`config.mk`:
```
export PLATFORM = sky130hd
export DESIGN_NAME = rfc_core
export DESIGN_NICKNAME = d
export VERILOG_FILES = /design/src/sv/rfc_pkg.sv /design/src/sv/rfc_core.sv
export SDC_FILE = /design/constraint.sdc
export NUM_CORES = 1
export LEC_CHECK = 0
export BUFFER_PORTS_ARGS = -buffer_cell sky130_fd_sc_hd__buf_2
export CORE_ASPECT_RATIO = 0.7
export CORE_UTILIZATION = 52
export CTS_CLUSTER_DIAMETER = 100
export DETAILED_ROUTE_END_ITERATION = 6
export GPL_TIMING_DRIVEN = 0
export PLACE_DENSITY = 0.8
export SLEW_MARGIN = 10
export SYNTH_ARGS = -nofsm -noshare
export SYNTH_HDL_FRONTEND = slang
export SYNTH_SLANG_ARGS = --single-unit
```
`constraint.sdc`:
```
create_clock -name i_clk -period 2.75 [get_ports i_clk]
set_clock_uncertainty 0.2 [all_clocks]
set_input_delay 0.275 -clock i_clk [delete_from_list [all_inputs] [get_ports i_clk]]
set_output_delay 0.275 -clock i_clk [all_outputs]
set_load 0.1 [all_outputs]
```
`src/sv/rfc_pkg.sv`:
```
`default_nettype none

package rfc_pkg;

    localparam int MAX_FRAME_LENGTH = 64;
    localparam int MIN_FRAME_LENGTH = 5;
    localparam int LEN_W            = 7;
    localparam int LIMIT_W          = 3;
    localparam int IDX_W            = 6;
    localparam int CFG_IDX_W        = 2;
    localparam int CFG_DATA_W       = 8;
    localparam int OUT_TDATA_W      = 32;

    localparam logic [7:0] SOH_BYTE = 8'h01;
    localparam logic [7:0] STX_BYTE = 8'h02;
    localparam logic [7:0] ETX_BYTE = 8'h03;
    localparam logic [7:0] ACK_BYTE = 8'h06;
    localparam logic [7:0] NAK_BYTE = 8'h15;
    localparam logic [LEN_W-1:0] HEADER_BYTES = LEN_W'(3);

    localparam logic [LEN_W-1:0]   RST_FRAME_LENGTH = LEN_W'(5);
    localparam logic [LIMIT_W-1:0] RST_RETRY_LIMIT  = LIMIT_W'(3);
    localparam logic [7:0]         RST_STATION_ID   = 8'd80;

    typedef enum logic [CFG_IDX_W-1:0] {
        CFG_FRAME_LENGTH = 2'd0,
        CFG_RETRY_LIMIT  = 2'd1,
        CFG_STATION_ID   = 2'd2,
        CFG_UNUSED       = 2'd3
    } t_cfg_index;

    typedef enum logic [0:0] {
        OP_BYTE    = 1'b0,
        OP_TIMEOUT = 1'b1
    } t_op;

    typedef enum logic [0:0] {
        KIND_PAYLOAD = 1'b0,
        KIND_VERDICT = 1'b1
    } t_kind;

    typedef enum logic [2:0] {
        VERDICT_GOOD          = 3'd0,
        VERDICT_BAD_FORMAT    = 3'd1,
        VERDICT_CHECK_RETRY   = 3'd2,
        VERDICT_CHECK_FAILED  = 3'd3,
        VERDICT_TIMEOUT_RETRY = 3'd4,
        VERDICT_TIMEOUT_FAIL  = 3'd5
    } t_verdict;

    typedef struct packed {
        logic [LEN_W-1:0]   frame_length;
        logic [LIMIT_W-1:0] retry_limit;
        logic [7:0]         station_id;
    } t_cfg;

    typedef struct packed {
        t_kind            kind;
        logic [7:0]       payload_byte;
        logic [IDX_W-1:0] payload_index;
        t_verdict         verdict;
        logic [7:0]       reply_byte;
        logic             last;
    } t_result;

endpackage

`default_nettype wire

```
`src/sv/rfc_core.sv`:
```
`default_nettype none

module rfc_core
    import rfc_pkg::*;
(
    input  wire logic       i_clk,
    input  wire logic       i_rst_n,
    input  wire logic       i_take,
    input  wire t_op        i_op,
    input  wire logic [7:0] i_byte,
    input  wire t_cfg       i_cfg,
    output logic            o_has_result,
    output t_result         o_result
);

    logic [LEN_W-1:0]   r_pos;
    logic [7:0]         r_check;
    logic               r_fault;
    logic [LIMIT_W-1:0] r_attempts;

    logic [LEN_W-1:0]   n_pos;
    logic [7:0]         n_check;
    logic               n_fault;
    logic [LIMIT_W-1:0] n_attempts;

    logic [LIMIT_W-1:0] w_attempt_inc;
    logic               w_give_up;
    logic               w_check_slot;
    logic [LEN_W-1:0]   w_payload_idx;

    assign w_attempt_inc = r_attempts + LIMIT_W'(1);
    assign w_give_up     = (w_attempt_inc >= i_cfg.retry_limit) || (w_attempt_inc == '0);
    assign w_check_slot  = (r_pos >= i_cfg.frame_length);
    assign w_payload_idx = r_pos - HEADER_BYTES;

    always_comb begin
        n_pos        = r_pos;
        n_check      = r_check;
        n_fault      = r_fault;
        n_attempts   = r_attempts;
        o_has_result = 1'b0;
        o_result     = '0;

        if (i_op == OP_TIMEOUT || w_check_slot) begin
            o_has_result        = 1'b1;
            o_result.kind       = KIND_VERDICT;
            n_pos               = '0;
            n_check             = '0;
            n_fault             = 1'b0;
            if (i_op == OP_BYTE && i_byte == r_check) begin
                o_result.verdict    = r_fault ? VERDICT_BAD_FORMAT : VERDICT_GOOD;
                o_result.reply_byte = ACK_BYTE;
                o_result.last       = 1'b1;
                n_attempts          = '0;
            end else begin
                o_result.reply_byte = NAK_BYTE;
                if (w_give_up) begin
                    o_result.verdict = (i_op == OP_TIMEOUT) ? VERDICT_TIMEOUT_FAIL
                                                            : VERDICT_CHECK_FAILED;
                    o_result.last    = 1'b1;
                    n_attempts       = '0;
                end else begin
                    o_result.verdict = (i_op == OP_TIMEOUT) ? VERDICT_TIMEOUT_RETRY
                                                            : VERDICT_CHECK_RETRY;
                    n_attempts       = w_attempt_inc;
                end
            end
        end else begin
            n_check = r_check ^ i_byte;
            n_pos   = r_pos + LEN_W'(1);
            if (r_pos == LEN_W'(0)) begin
                n_fault = r_fault | (i_byte != SOH_BYTE);
            end else if (r_pos == LEN_W'(1)) begin
                n_fault = r_fault | (i_byte != i_cfg.station_id);
            end else if (r_pos == LEN_W'(2)) begin
                n_fault = r_fault | (i_byte != STX_BYTE);
            end else if (r_pos == i_cfg.frame_length - LEN_W'(1)) begin
                n_fault = r_fault | (i_byte != ETX_BYTE);
            end else begin
                o_has_result           = 1'b1;
                o_result.kind          = KIND_PAYLOAD;
                o_result.payload_byte  = i_byte;
                o_result.payload_index = w_payload_idx[IDX_W-1:0];
            end
        end
    end

    always_ff @(posedge i_clk) begin
        if (!i_rst_n) begin
            r_pos      <= '0;
            r_check    <= '0;
            r_fault    <= 1'b0;
            r_attempts <= '0;
        end else if (i_take) begin
            r_pos      <= n_pos;
            r_check    <= n_check;
            r_fault    <= n_fault;
            r_attempts <= n_attempts;
        end
    end

`ifndef SYNTH
    a_pos_bounded: assert property (@(posedge i_clk) disable iff (!i_rst_n)
        r_pos <= LEN_W'(MAX_FRAME_LENGTH))
        else $error("frame position beyond maximum frame length");

    a_verdict_clears: assert property (@(posedge i_clk) disable iff (!i_rst_n)
        i_take && o_has_result && o_result.kind == KIND_VERDICT
        |=> r_pos == '0 && r_check == '0 && !r_fault)
        else $error("attempt state not cleared after verdict");

    a_payload_after_header: assert property (@(posedge i_clk) disable iff (!i_rst_n)
        o_has_result && o_result.kind == KIND_PAYLOAD
        |-> r_pos >= HEADER_BYTES && !w_check_slot)
        else $error("payload byte outside payload window");

    a_last_clears_attempts: assert property (@(posedge i_clk) disable iff (!i_rst_n)
        i_take && o_has_result && o_result.last |=> r_attempts == '0)
        else $error("attempt counter not cleared at end of response");
`endif

endmodule

`default_nettype wire

```
Yosys cells after proc, flatten, opt, wreduce, memory -nomap -nowiden:

Cells that the tools add are included.

* logic and storage cells: 59
* input bits: 30
* register bits after elaboration: 19

* order comparisons: 2
* $add $sub $neg: 4
* mux-type cells: 27
* equality and inequality tests: 8
* reduce and logical (&&, ||, !) cells: 8
* bitwise operators: 6

Operators with widths (number)
* 14-bit 2-to-1 mux: 5
* 12-bit 2-to-1 mux: 2
* 8-bit by 2-bit inequality test with 1-bit output, second input constant: 2
* 3-bit 2-to-1 mux: 5
* 1-bit 2-to-1 mux: 13
* 8-bit equality test: 1
* 8-bit 2-to-1 mux: 1
* 8-bit by 1-bit inequality test with 1-bit output, second input constant: 1
* 8-bit inequality test: 1
* 8-bit bitwise XOR: 1
* 7-bit by 1-bit adder with 7-bit output, second input constant: 1
* 7-bit by 1-bit equality test with 1-bit output, second input constant: 1
* 7-bit by 2-bit equality test with 1-bit output, second input constant: 1
* 7-bit equality test: 1
* 7-bit >= comparator: 1
* 7-bit zero test: 1
* 7-bit 2-to-1 mux: 1
* 7-bit by 1-bit subtractor with 7-bit output, second input constant: 1
* 6-bit by 2-bit subtractor with 6-bit output, second input constant: 1
* 5-bit nonzero test: 1
* 1-bit bitwise OR: 4
* 2-bit AND reduction: 2
* 3-bit by 1-bit adder with 3-bit output, second input constant: 1
* 3-bit >= comparator: 1
* 4 further kinds: 5

Logic depth before layout (Yosys ltp):

* depth after elaboration: 7
* mapped depth: 10

Least setup slack after synthesis:

No wires, ideal clock.

* path type: reg-to-output
* start: register r_pos[0]
* end: output port o_result[12] in the netlist's numbering
* stages on the path, launching flop included: 9
* required time: 2.275 ns
* slack: -2.010 ns
* data arrival time: 4.285 ns
* path through: dfxtp_1 inv_1 ha_1 nand2b_1 a31oi_1 o21a_2 inv_1 clkbuf_1 nor3_1

RTL lines
* start: declaration: RTL line rfc_core.sv:16 `logic [LEN_W-1:0] r_pos;`
* start signal: assignment: RTL line rfc_core.sv:95 `r_pos <= n_pos;`
* end: declaration: RTL line rfc_core.sv:13 `output t_result o_result`

==> summary.md <==
| Metric | Value |
|---|---|
| Core ar. | around 0.0036 mm² |
| Fin cells | roughly 360 |
| Util after Layout | 77.8% |
| Syn avg cell area | 7.98 µm² |
| Die Y-Extent | 53.3 µm |
| Antenna Cells | 0 |
| Lkg Pwr | 1.15 nW |
| Worst Hold End | r_check[1] |
| Count of unique library cells instantiated by Yosys | 50 |
| Dpl cell area | 0.00243 mm² |
| Worst Path Arrival | 2250 ps |
| Antenna violations before repair | 0 |
| Post-synth top area cell | dfxtp_1 |
| Vias per cell | 5.56 |
| Layout Nets | approximately 350 |
| Final Hold Fails | 0 |
| Sequential fraction of design power | 30.4% |
| Detailed-route via count | about 2k |
| R2R Path End | r_fault |
| Top cells by count, synth | 19 x dfxtp_1, 19 x xnor2_1, 17 x ha_1, 17 x nor2_1, 16 x nand2_1 |
| Reg2reg setup slack | around 180 ps |
| Die Area | 0.00401 mm² |
| Main synth FF type | dfxtp_1 |
| Max-cap violations | 0 |
| Top post-synthesis cells by area | dfxtp_1 19%, ha_1 11%, xnor2_1 8.5% |
| Total gr overflow | 0 |
| Antenna-violating nets left | 0 |
| Gate power share | 49.3% |
| Post-synthesis async set-or-reset flop share | 0% |
| IO Count | 58 |
| P_sw | approximately 420 µW |
| Wire per inst | 14.8 µm |
| Post-synthesis mux area share | 1.02% |
| CP Class | reg -> out |
| Flops & latches, synth | 19 |
| DRT Pass-1 Iters | 4 |
| First-pass GRT wire length | 7.81 mm |
| Internal | 545 µW |
| Post-Synth XOR/XNOR Area | 13.0% |
| Layout cells sized above 1 | a little over a third |
| TNS Setup | 0 ps |
| Synth Area in Compound Gates | 19.3% |
| Htree depth | 1 |
| Horiz. Die Dim | ~75 µm |
| Min-delay src | i_rst_n |
| Worst Path Required | 2280 ps |
| Crit path max-delay cell type | dfxtp_4 |
| Final setup viols | 0 |
| Clock-pin slew on the worst setup and hold paths | 70 ps |
| Inst Count DP | 349 |
| Sw Ratio | 43.6% |
| Largest net degree at the start of global routing | 12 |
| CP top delay family | simple AND/OR/NAND/NOR gates |
| Tmin final | between 2000 and 3000 ps |
| F_max | 367 MHz |
| Detailed Place HPWL | between 3 and 4 mm |
| Post-Synthesis Cells | around 250 |
| Power Density | 349 mW/mm² |
| Crit-path max FO | 10 |
| Sequential element share of the synthesized area | around 19% |
| Worst hold path class | in -> reg |
| Synthesis Warnings | 0 |
| Origin of the critical flop-to-flop path | r_pos[1] |
| Port-buffer cells | 51 |
| FP Rows | 18 |
| Clock Power Share | 20.3% |
| Status | finished clean |
| CP bufs+invs | 4 |
| Num CTS Buffers | 3 |
| Worst vdd ir | between 200 and 250 µV |
| CP startpoint kind | flop |
| Drt total wl | 5.25 mm |
| Largest family of logic cells by synthesized area | simple AND/OR/NAND/NOR gates |
| Clk sinks | 19 |
| Final period util | 99.2% |
| Overall power | about 970 µW |
| Post-Syn Area | 0.00195 mm² |
| Worst setup EP type | output port |
| Design area | 0.00277 mm² |
| FF-to-FF path depth | 7 |
| # fillers | around 260 |
| Max incr delay on CP | ~400 ps |
| Simple-gate area share of the yosys netlist | about 28% |
| DR DRC count | 0 |
| Initial Util | between 50% and 60% |
| CP Cell Sequence | inv_4 -> ha_4 -> nand2b_1 -> a31oi_4 -> o21a_4 -> inv_2 -> buf_4 -> nor2_4 -> and2_4 -> buf_12 |
| Fin. max-slew vios | 0 |
| CTS root buffer | clkbuf_8 |
| DRT iter0 DRCs | 113 |
| Post-synthesis adder-cell area fraction | 10.9% |
| Clock Latency Late Sink | 260 ps |
| Area delta synth->final | 41.7% |
| Number of flops mapped to enable cells by yosys | 0 |
| Worst Hold Path Cells | 2 |
| GRT Util Overall | a little over a quarter |
| CTS tree | done |
| Clock tree buffer depth | 2 |
| Worst slew pin tran | 518 ps |
| Rel. slew slack | 65.3% |
| Gpl congestion | 0.841 |
| Share of the synthesized area in the top cell type | ~19% |
| Vias in the first global route | 1690 |
area by class of cell:
class / instances / area, µm² / share of cell area, %
plain buffers: 17 / 128 / 4.61
clock buffers: 3 / 41.3 / 1.49
clock inverters: 1 / 5.00 / 0.181
inverters: 15 / 58.8 / 2.12
multi-input cells: 197 / 1630 / 58.7
flip-flops and latches: 19 / 390 / 14.1
well taps: 50 / 62.6 / 2.26
repair buffers: 54 / 458 / 16.5
cell families after synthesis:
logic type,count (synthesis)
AOI/OAI and AO/OA,48
xor gates and xnor gates,29
adders and majority gates,17
buffers and inverters,32
DFF,19
muxes,2
other,1
and+or+nand+nor,97
registers in the layout, indices dropped and copies added (netlist names):
name        count
r_attempts      3
r_check         8
r_fault         1
r_pos           7
worst max path at each step:
stage	startpoint	endpoint	slack, ps	depth (start not counted)
finish	r_pos[0]	o_result[20]	20	10
global route	r_pos[0]	o_result[26]	-40	9
global placement	i_cfg[11]	o_result[20]	-380	10
floorplan	r_pos[0]	o_result[5]	-120	7
CTS	r_pos[2]	o_result[23]	1	9
detailed placement	i_cfg[11]	o_result[18]	-400	10
repair_timing:
item	4_1_cts	5_1_grt
resized for setup	39	34
pin swaps	3	4
setup endpoints to repair	19	20
hold buffers	0	0
setup buffers	3	0
metal layers:
layer | routed length [µm] | vias to the layer above | share of wire [%] | track usage (%)
met5 | 0 | - | 0 | 0
met4 | 25 | 0 | 0.48 | 3.70
met3 | 364 | 4 | 6.9 | 4.95
met2 | 2290 | 79 | 44 | 39.2
met1 | 2570 | 912 | 49 | 38.8
li1 | - | 986 | - | -
cells in the final DEF, fill, tap and decap left out, types with 4 or more instances in the layout:
master    Yosys  final
buf_2         3     34
xnor2_1      19     19
nand2_1      16     16
dfxtp_1      19     15
nor2_1       17     14
inv_1        15     13
ha_1         17     13
buf_4         7     12
o21ai_0      11     11
xor2_1       10     10
a21boi_0     10     10
and2_4        1      9
buf_12        0      9
nand4_1       8      8
nand3b_1      8      8
buf_6         1      7
nor3_4        1      7
nand2b_1      5      5
clkbuf_1      6      5
nand3_1       4      4
and3_1        4      4
nor2_2        2      4
ha_4          0      4
conb_1        1      4
through the flow:
step	hold WS, ps	worst slack [ps]
6_report	115	22.4
3_3_place_gp	278	-376
3_5_place_dp	280	-402
5_1_grt	107	-36.3
4_1_cts	114	1.48
2_1_floorplan	229	-121
power by group through the flow:
| stage | Sequential (mW) | Clock (mW) | Combinational, mW |
|---|---|---|---|
| after detailed placement | 0.303 | 0 | 0.412 |
| after global placement | 0.303 | 0 | 0.408 |
| after global routing | 0.295 | 0.213 | 0.505 |
| final | 0.294 | 0.196 | 0.477 |
| after CTS | 0.294 | 0.200 | 0.450 |
| after floorplan | 0.300 | 0 | 0.334 |
Power figures use the tool's default switching activity.
